<file path="src/rtl/core/ped_pkg.sv">
// ----------------------------------------------------------------------------
// ped_pkg
// Shared types, constants and helpers for the percent escape decoder.
// ----------------------------------------------------------------------------
`default_nettype none

package ped_pkg;

  localparam logic [7:0] PCT_CHAR = 8'h25;
  localparam int unsigned NOUT = 3;

  typedef enum logic [1:0] {
    MODE_IDLE  = 2'd0,
    MODE_PCT   = 2'd1,
    MODE_DIGIT = 2'd2
  } mode_t;

  // Decoded words produced by one input word
  typedef struct packed {
    logic [NOUT-1:0][7:0] data;
    logic [1:0]           cnt;
    logic                 fin;
  } bnd_t;

  function automatic logic is_hex(input logic [7:0] c);
    return (c >= 8'h30 && c <= 8'h39) || (c >= 8'h41 && c <= 8'h46) ||
           (c >= 8'h61 && c <= 8'h66);
  endfunction

  function automatic logic [3:0] hex_val(input logic [7:0] c);
    logic [7:0] v;
    v = 8'h00;
    if (c >= 8'h30 && c <= 8'h39) begin
      v = c - 8'h30;
    end else if (c >= 8'h41 && c <= 8'h46) begin
      v = c - 8'h37;
    end else if (c >= 8'h61 && c <= 8'h66) begin
      v = c - 8'h57;
    end
    return v[3:0];
  endfunction

endpackage

`default_nettype wire

</file>
<file path="src/rtl/core/ped_decode.sv">
// ----------------------------------------------------------------------------
// ped_decode
// Escape state machine: turns one raw word into zero to three decoded words.
// ----------------------------------------------------------------------------
`default_nettype none

module ped_decode
  import ped_pkg::*;
(
  input  wire logic       clk,
  input  wire logic       rst_n,
  input  wire logic       step,
  input  wire logic [7:0] raw_byte,
  input  wire logic       raw_final,
  output bnd_t            bnd
);

  mode_t      mode_r, mode_nxt;
  logic [7:0] held_r, held_nxt;

  always_ff @(posedge clk) begin
    if (!rst_n) begin
      mode_r <= MODE_IDLE;
      held_r <= 8'h00;
    end else if (step) begin
      mode_r <= mode_nxt;
      held_r <= held_nxt;
    end
  end

  always_comb begin
    logic [1:0] n;
    logic       refresh;
    n        = 2'd0;
    refresh  = 1'b0;
    mode_nxt = mode_r;
    held_nxt = held_r;
    bnd.data = '0;

    unique case (mode_r)
      MODE_PCT: begin
        if (is_hex(raw_byte)) begin
          held_nxt = raw_byte;
          mode_nxt = MODE_DIGIT;
        end else begin
          bnd.data[n] = PCT_CHAR;
          n           = n + 2'd1;
          refresh     = 1'b1;
        end
      end
      MODE_DIGIT: begin
        if (is_hex(raw_byte)) begin
          bnd.data[n] = {hex_val(held_r), hex_val(raw_byte)};
          n           = n + 2'd1;
          mode_nxt    = MODE_IDLE;
          held_nxt    = 8'h00;
        end else begin
          bnd.data[n] = PCT_CHAR;
          n           = n + 2'd1;
          bnd.data[n] = held_r;
          n           = n + 2'd1;
          held_nxt    = 8'h00;
          refresh     = 1'b1;
        end
      end
      default: refresh = 1'b1;
    endcase

    // re-examine the word as if idle
    if (refresh) begin
      if (raw_byte == PCT_CHAR) begin
        mode_nxt = MODE_PCT;
      end else begin
        bnd.data[n] = raw_byte;
        n           = n + 2'd1;
        mode_nxt    = MODE_IDLE;
      end
    end

    // end of string: flush pending escape literally
    if (raw_final) begin
      unique case (mode_nxt)
        MODE_PCT: begin
          bnd.data[n] = PCT_CHAR;
          n           = n + 2'd1;
        end
        MODE_DIGIT: begin
          bnd.data[n] = PCT_CHAR;
          n           = n + 2'd1;
          bnd.data[n] = held_nxt;
          n           = n + 2'd1;
        end
        default: ;
      endcase
      mode_nxt = MODE_IDLE;
      held_nxt = 8'h00;
    end

    bnd.cnt = n;
    bnd.fin = raw_final;
  end

`ifndef ASSERT_OFF
  a_fin_idle: assert property (@(posedge clk) disable iff (!rst_n)
    step && raw_final |=> mode_r == MODE_IDLE && held_r == 8'h00)
    else $error("mode not idle after end of string");
  a_held_clear: assert property (@(posedge clk) disable iff (!rst_n)
    mode_r != MODE_DIGIT |-> held_r == 8'h00)
    else $error("held digit set outside digit mode");
  a_fin_emits: assert property (@(posedge clk) disable iff (!rst_n)
    step && raw_final |-> bnd.cnt != 2'd0)
    else $error("final word produced no output");
`endif

endmodule

`default_nettype wire

</file>
<file path="src/rtl/core/ped_out_buf.sv">
// ----------------------------------------------------------------------------
// ped_out_buf
// Result register: holds a decoded group, sends one word a cycle on out_ready.
// ----------------------------------------------------------------------------
`default_nettype none

module ped_out_buf
  import ped_pkg::*;
(
  input  wire logic       clk,
  input  wire logic       rst_n,
  input  wire logic       load,
  input  wire bnd_t       load_bnd,
  output logic            load_ready,
  output logic            out_valid,
  input  wire logic       out_ready,
  output logic [7:0]      out_byte,
  output logic            out_run_last,
  output logic            out_string_end
);

  logic       vld_r, vld_nxt;
  logic [1:0] idx_r, idx_nxt;
  bnd_t       bnd_r;
  logic       last;

  assign last           = (idx_r == bnd_r.cnt - 2'd1);
  assign load_ready     = !vld_r || (out_ready && last);
  assign out_valid      = vld_r;
  assign out_byte       = bnd_r.data[idx_r];
  assign out_run_last   = last;
  assign out_string_end = last && bnd_r.fin;

  always_comb begin
    vld_nxt = vld_r;
    idx_nxt = idx_r;
    if (vld_r && out_ready) begin
      if (last) begin
        vld_nxt = 1'b0;
      end else begin
        idx_nxt = idx_r + 2'd1;
      end
    end
    if (load) begin
      vld_nxt = 1'b1;
      idx_nxt = 2'd0;
    end
  end

  always_ff @(posedge clk) begin
    if (!rst_n) begin
      vld_r <= 1'b0;
      idx_r <= 2'd0;
    end else begin
      vld_r <= vld_nxt;
      idx_r <= idx_nxt;
    end
  end

  always_ff @(posedge clk) begin
    if (load) begin
      bnd_r <= load_bnd;
    end
  end

`ifndef ASSERT_OFF
  a_cnt_nonzero: assert property (@(posedge clk) disable iff (!rst_n)
    vld_r |-> bnd_r.cnt != 2'd0)
    else $error("empty group held");
  a_idx_range: assert property (@(posedge clk) disable iff (!rst_n)
    vld_r |-> idx_r < bnd_r.cnt)
    else $error("index past group");
  a_no_overwrite: assert property (@(posedge clk) disable iff (!rst_n)
    load |-> load_ready)
    else $error("group overwritten before drained");
`endif

endmodule

`default_nettype wire

</file>
<file path="src/rtl/core/percent_escape_decoder.sv">
// ----------------------------------------------------------------------------
// percent_escape_decoder
// Percent decoding of a byte string, one raw word per cycle unless stalled.
// ----------------------------------------------------------------------------
// A raw word is registered, decoded in one pass, and its zero to three result
// words are held in an output register that sends one word per cycle while
// out_ready is high. A word that gives at most one result does not stall the
// input, so a string with well formed escapes streams at one word per cycle
// while out_ready is high; a broken escape or an end-of-string flush gives up
// to three results and the input then waits while the output register drains
// them. A raw word passes the input register and then the output register.
// ----------------------------------------------------------------------------
`default_nettype none

module percent_escape_decoder
  import ped_pkg::*;
(
  input  wire logic       clk,
  input  wire logic       rst_n,
  input  wire logic       in_valid,
  output logic            in_ready,
  input  wire logic [7:0] in_byte,
  input  wire logic       in_final,
  output logic            out_valid,
  input  wire logic       out_ready,
  output logic [7:0]      out_byte,
  output logic            out_run_last,
  output logic            out_string_end
);

  logic       ir_vld_r;
  logic [7:0] ir_byte_r;
  logic       ir_final_r;
  logic       step;
  logic       load_ready;
  bnd_t       bnd;

  assign step     = ir_vld_r && (bnd.cnt == 2'd0 || load_ready);
  assign in_ready = !ir_vld_r || step;

  always_ff @(posedge clk) begin
    if (!rst_n) begin
      ir_vld_r <= 1'b0;
    end else if (in_ready) begin
      ir_vld_r <= in_valid;
    end
  end

  always_ff @(posedge clk) begin
    if (in_valid && in_ready) begin
      ir_byte_r  <= in_byte;
      ir_final_r <= in_final;
    end
  end

  ped_decode u_decode (
    .clk       (clk),
    .rst_n     (rst_n),
    .step      (step),
    .raw_byte  (ir_byte_r),
    .raw_final (ir_final_r),
    .bnd       (bnd)
  );

  ped_out_buf u_out_buf (
    .clk            (clk),
    .rst_n          (rst_n),
    .load           (step && bnd.cnt != 2'd0),
    .load_bnd       (bnd),
    .load_ready     (load_ready),
    .out_valid      (out_valid),
    .out_ready      (out_ready),
    .out_byte       (out_byte),
    .out_run_last   (out_run_last),
    .out_string_end (out_string_end)
  );

endmodule

`default_nettype wire
</file>
<file path="config.mk">
export PLATFORM = sky130hd
export DESIGN_NAME = percent_escape_decoder
export DESIGN_NICKNAME = d
export VERILOG_FILES = /design/src/rtl/core/ped_pkg.sv /design/src/rtl/core/ped_decode.sv /design/src/rtl/core/ped_out_buf.sv /design/src/rtl/core/percent_escape_decoder.sv
export SDC_FILE = /design/constraint.sdc
export NUM_CORES = 1
export LEC_CHECK = 0
export BUFFER_PORTS_ARGS = -buffer_cell sky130_fd_sc_hd__buf_2
export CAP_MARGIN = 20
export CELL_PAD_IN_SITES_DETAIL_PLACEMENT = 0
export CELL_PAD_IN_SITES_GLOBAL_PLACEMENT = 2
export CORE_MARGIN = 2
export CORE_UTILIZATION = 39
export DETAILED_ROUTE_END_ITERATION = 8
export GPL_TIMING_DRIVEN = 1
export PLACE_DENSITY_LB_ADDON = 0.12
export SYNTH_ARGS = -nofsm -noshare
export SYNTH_HDL_FRONTEND = slang
export SYNTH_SLANG_ARGS = --single-unit
export TNS_END_PERCENT = 100
</file>
<file path="constraint.sdc">
create_clock -name clk -period 6.3 [get_ports clk]
set_input_delay 0.315 -clock clk [delete_from_list [all_inputs] [get_ports clk]]
set_output_delay 0.315 -clock clk [all_outputs]
set_load 0.02 [all_outputs]
</file>
* Word level (Yosys, flattened, before mapping) *
Index checks and enable logic that the tools add are counted.

cells by class
  $add $sub $neg = 11
  order comparisons = 19
  equality and inequality tests = 6
  muxes and demuxes = 46
  bitwise operators = 5
  reductions and logical operators = 30

operators with widths
  kind                   number
  $mux W24               3
  $mux W8                9
  $bwmux W24             2
  $demux W8 S2           3
  $pmux W24 S2           1
  $ge A8 B7 Y1 const B   4
  $le A8 B7 Y1 const B   4
  $pmux W8 S2            2
  $mux W4                6
  $bmux W8 S2            1
  $ge A8 B6 Y1 const B   2
  $le A8 B6 Y1 const B   2
  $mux W2                8
  $sub A4 B3 Y4 const B  4
  $and A15 B15 Y15       1
  $logic_and A1 B1 Y1    15
  $not A15 Y15           1
  $lt A2 B3 Y1 const B   4
  $pmux W2 S2            3
  $or A9 B9 Y9           1
  $add A2 B1 Y2 const B  4
  $eq A8 B6 Y1 const B   1
  $sub A4 B1 Y4 const B  2
  $mux W1                7
  13 further kinds       27

word-level totals
  bits in registers = 50

* Logic depth before layout (Yosys ltp) *
  word-level depth = 19
  gate-level depth with buffers = 22
  depth with buffers taken out = 20

* Modules after synthesis *
From an unflattened synthesis, not the netlist that was laid out.

second synthesis, totals
  cells, all modules = 352
  area, all modules = 3,349.5 um^2

modules (own cells, without submodules)
  module                  instances  cells each  area an instance (um^2)  seq. area each (um^2)
  ped_decode              1          257         1,831.8                  200.2
  ped_out_buf             1          76          1,176.1                  870.8
  percent_escape_decoder  1          19          341.6                    290.3

* Worst setup path before layout *
No wires, ideal clock.

  path type = register to register
  start = register ir_byte_r[1]
  end = register u_out_buf.bnd_r[0] in the netlist's numbering (enable)
  library setup time = 447 ps
  arrival time = 5,277 ps
  required time = 5,853 ps
  path slack = 576 ps
  stages on the path, launching flop included = 19
  period minus slack after synthesis = 5,724 ps
  cell sequence = edfxtp_1 > buf_2 > inv_1 > ha_1 > nand2b_1 > o31ai_1 > o31a_1 > nand2_1 > a21oi_1 > ha_1 > mux2i_1 > nand2b_4 > ha_1 > clkbuf_1 > o21ai_0 > nand2_1 > nor3_1 > a41o_1 > nor3_1

on the way
  word-level cells in the longest chain between the ends = 17
  elaborated cells on any way between the ends = 36
  those cells by class = add/sub: 3; order compare: 6; eq/ne: 3; mux: 14; reduce/logical: 10

ends and longest elaborated chain
  element                                     line                                text
  start: declaration                          percent_escape_decoder.sv:32        logic [7:0] ir_byte_r;
  start signal: assignment                    percent_escape_decoder.sv:51        ir_byte_r <= in_byte;
  $ge A8 B6 Y1, or another cell as far along  ped_pkg.sv:26                       return (c >= 8'h30 && c <= 8'h39) || (c >= 8'h41 && c <= 8'h46) ||
  $logic_and A1 B1 Y1                         ped_pkg.sv:26
  $logic_or A1 B1 Y1 (2 in series)            ped_pkg.sv:26
  $mux W2 or $mux W1 (tied branches)          ped_decode.sv:52, ped_decode.sv:42
  $pmux W2 S2                                 ped_decode.sv:40                    unique case (mode_r)
  $add A2 B1 Y2                               ped_decode.sv:75                    n = n + 2'd1;
  $mux W2                                     ped_decode.sv:71                    if (raw_byte == PCT_CHAR) begin
  $mux W2                                     ped_decode.sv:70                    if (refresh) begin
  $add A2 B1 Y2                               ped_decode.sv:85, ped_decode.sv:89
  $add A2 B1 Y2                               ped_decode.sv:91                    n = n + 2'd1;
  $pmux W2 S2                                 ped_decode.sv:82                    unique case (mode_nxt)
  $mux W2 *                                   ped_decode.sv:81                    if (raw_final) begin
  $logic_not A2 Y1                            percent_escape_decoder.sv:38        assign step = ir_vld_r && (bnd.cnt == 2'd0 || load_ready);
  $logic_or A1 B1 Y1                          percent_escape_decoder.sv:38
  $logic_and A1 B1 Y1                         percent_escape_decoder.sv:38
  $logic_and A1 B1 Y1 *                       percent_escape_decoder.sv:68        .load (step && bnd.cnt != 2'd0),
  via u_out_buf.load                          ped_out_buf.sv:12                   input wire logic load,
  end signal: assignment                      ped_out_buf.sv:62                   bnd_r <= load_bnd;
  end: declaration                            ped_out_buf.sv:24                   bnd_t bnd_r;

The timed path passes the listed nets; every way through them passes the cells marked *.
A chain may end at the register's enable or synchronous reset.

* Worst setup path in the final report *
  start = register ir_byte_r[1]
  end = register u_decode.held_r[0]

on the way
  word-level cells in the longest chain between the ends = 16
  elaborated cells on any way between the ends = 37
  those cells by class = add/sub: 3; order compare: 6; eq/ne: 3; mux: 17; reduce/logical: 8

ends and longest elaborated chain
  element                                     line                                text
  $ge A8 B6 Y1, or another cell as far along  ped_pkg.sv:26
  $logic_and A1 B1 Y1                         ped_pkg.sv:26
  $logic_or A1 B1 Y1 (2 in series)            ped_pkg.sv:26
  $mux W2 or $mux W1 (tied branches)          ped_decode.sv:52, ped_decode.sv:42
  $pmux W2 S2                                 ped_decode.sv:40
  $add A2 B1 Y2                               ped_decode.sv:75
  $mux W2                                     ped_decode.sv:71
  $mux W2                                     ped_decode.sv:70
  $add A2 B1 Y2                               ped_decode.sv:85, ped_decode.sv:89
  $add A2 B1 Y2                               ped_decode.sv:91
  $pmux W2 S2                                 ped_decode.sv:82
  $mux W2                                     ped_decode.sv:81
  $logic_not A2 Y1                            percent_escape_decoder.sv:38
  $logic_or A1 B1 Y1                          percent_escape_decoder.sv:38
  $logic_and A1 B1 Y1                         percent_escape_decoder.sv:38
  end signal: assignment                      ped_decode.sv:27                    held_r <= held_nxt;
  end: declaration                            ped_decode.sv:19                    logic [7:0] held_r, held_nxt;

Several ways; a longest one is shown, not always the timed one.

==> results_dict.tcl <==
set metrics [dict create \
    via_per_inst 5.87 \
    cts_buffers 5 \
    core_area_mm2 0.00868 \
    fmax_mhz 201 \
    ys_top_cells_by_count "nand2_1 (53), edfxtp_1 (36), o21ai_0 (27), inv_1 (22), ha_1 (21)" \
    grt-ovfl-total 0 \
    synth_cell_types 67 \
    crit_slowest_cell "o21ai_1" \
    post-route-cell-area_mm2 0.00376 \
    first_pass_iters 5 \
    clock_skew_ns 0.00811 \
    slowest_delay_ns 0.87 \
    gp_congestion 0.960 \
    max_slew_margin 0.268 \
    drc 0 \
    ys_ff_latch 50 \
    cts-root-buf "clkbuf_8" \
    hold_ws_ns 0.178 \
    grt_pass1_wl_um 14900 \
    layout.nets 413 \
    synthCells 370 \
    cts_setup_buffers 0 \
    postPlaceCellArea_mm2 0.00365 \
    startpoint_type "flip-flop" \
    antenna_left 0 \
    rows 34 \
    synth-edff-count 36 \
    syn_avg_cell_area_um2 9.42 \
    fill_cells 877 \
    critPathRequiredTime_ns 6.53 \
    initial_core_util 0.402 \
    cts_sinks 50 \
    final-setup-viol-count 0 \
    via_count 2863 \
    drt-wirelength-per-cell_um 18.5 \
    die_x_um 98.6 \
    synth_area_mm2 0.00349 \
    place_ws_ns 1.41 \
    slew_violations 0 \
    setup_slack_ns 1.34 \
    tightest_slew_ns 1.09 \
    yosysTopAreaCell "edfxtp_1" \
    max-vdd-ir-drop_mv 0.0796 \
    routed_wl_um 9040 \
    num_antenna_cells 0 \
    cts_tree "yes" \
    hold_class "in2reg" \
    finalCritPeriodShare 0.788 \
    leakagePower_nw 1.44 \
    synth_fp_nets 404 \
    wl_met2_um 3960 \
    ys.flop_type "edfxtp_1" \
    yosys-top-cells-area "edfxtp_1 (31%), dfxtp_1 (8.0%), ha_1 (7.5%)" \
    chipHeight_um 98.6 \
    met1Wirelength_um 4190 \
    hold_viol 0 \
    reg2reg_slack_ns 1.34 \
    worstSkewPairLatency_ns 0.30 \
    rsz0062_at_grt "false" \
    port_buffers 24 \
    grt_start_max_net_pins 29 \
    drv_cap 0 \
    ctsLongestPathBuffers 2 \
    cts_max_level 2 \
    io_pins 25 \
    cp.arrival_ns 5.20 \
    cp_common_cell "ha_1" \
    antenna_found_initial 0 \
    ctsResizeCount 0 \
    synth_top_area_frac 0.310 \
    cp-end-kind "flip-flop" \
    fin_tns_setup_ns 0 \
    met3_length_um 651 \
    status "finished clean" \
    min_period_ns 4.96 \
    worstPathMaxFanout 10 \
    synth.most_common_cell "nand2_1" \
    p_total_mw 0.656 \
    seq_area_frac_synth 0.390 \
    drt-initial-drc-count 272 \
    syn_to_final_growth_pct 7.97 \
    dr.max_layer_used "met4" \
    ys_async_sr_fraction 0 \
    worstPathCellList "inv_1 -> ha_1 -> nand2b_1 -> o31ai_1 -> o31a_1 -> nand2_1 -> a21oi_1 -> ha_1 -> mux2i_1 -> nand2b_4 -> ha_1 -> o21ai_0 -> nand2_1 -> nor3_1 -> a41o_1 -> o21ai_1 -> mux2i_1" \
    hold_buffers 0 \
    yosysWarningCount 0 \
    path_clk_slew_ns 0.10 \
    dieArea_mm2 0.00971 \
    grt_use_total 0.192 \
    dp_hpwl_um 6890 \
    powerDensity_mw_per_mm2 174 \
    drive_gt1_frac 0.145 \
    grt_pass1_vias 2683 \
    crit_type "reg2reg" \
]
-- per-stage QoR --
step	util	instances
CTS	0.434	488
detailed placement	0.421	480
floorplan	-	370
global placement	0.421	480
finish	0.434	488
global route	0.434	488
-- layer usage --
metal | track usage | vias to the layer above
li1 | - | 1390
met1 | 0.275 | 1340
met2 | 0.287 | 115
met3 | 0.0369 | 18
met4 | 0.0706 | 0
met5 | 0 | -
-- state kept, by name, indices dropped and copies added, names as in the netlist --
| signal | flops |
|---|---|
| ir_byte_r | 8 |
| ir_final_r | 1 |
| ir_vld_r | 1 |
| u_decode.held_r | 8 |
| u_decode.mode_r | 2 |
| u_out_buf.bnd_r | 27 |
| u_out_buf.idx_r | 2 |
| u_out_buf.out_valid | 1 |
-- final timing paths --
check	start	end	cells after the start
max	ir_byte_r[1]	u_decode.held_r[0]	17
min	in_byte[4]	ir_byte_r[4]	1
max reg2reg	ir_byte_r[1]	u_decode.held_r[0]	17
min reg2reg	u_decode.mode_r[1]	u_decode.mode_r[1]	2
-- cell families after synthesis --
family	after synthesis	synth area share
buf+inv	49	0.0592
flops	50	0.390
xor+xnor	4	0.0100
mux	20	0.0581
fa+ha+maj	21	0.0753
compound gates	114	0.245
simple gates	112	0.162
-- report_power, final --
group / switching, mW / internal [mW]
clock: 0.108 / 0.114
combinational: 0.0347 / 0.0211
sequential: 0.0137 / 0.365
total: 0.157 / 0.500
-- placed cells by master, fill, tap and decap left out, drive strengths merged, types with 14 or more instances in the layout --
cell type / Yosys / routed
buf: 7 / 27
edfxtp: 36 / 36
o21ai: 29 / 29
inv: 24 / 24
nor2: 18 / 18
dfxtp: 14 / 14
nand2: 53 / 53
mux2i: 18 / 18
ha: 21 / 21
-- layout make-up --
cell class	count	area (um2)	area share
multi-input combinational	271	1920	0.511
sequential	50	1360	0.362
timing repair buffer	27	143	0.0379
tap	108	135	0.0359
clock buffer	8	111	0.0296
inverter	24	90.1	0.0239
-- worst max-delay path: cells and delay by family (launching register included) --
kind / cells / cell delay (ns)
AOI/OAI and AO/OA: 6 / 2.25
adders and majority gates: 3 / 0.83
buffers and inverters: 1 / 0.13
DFF: 1 / 0.58
muxes: 2 / 0.41
and+or+nand+nor: 5 / 0.70
Note: power is estimated with default switching activity, not from simulation.
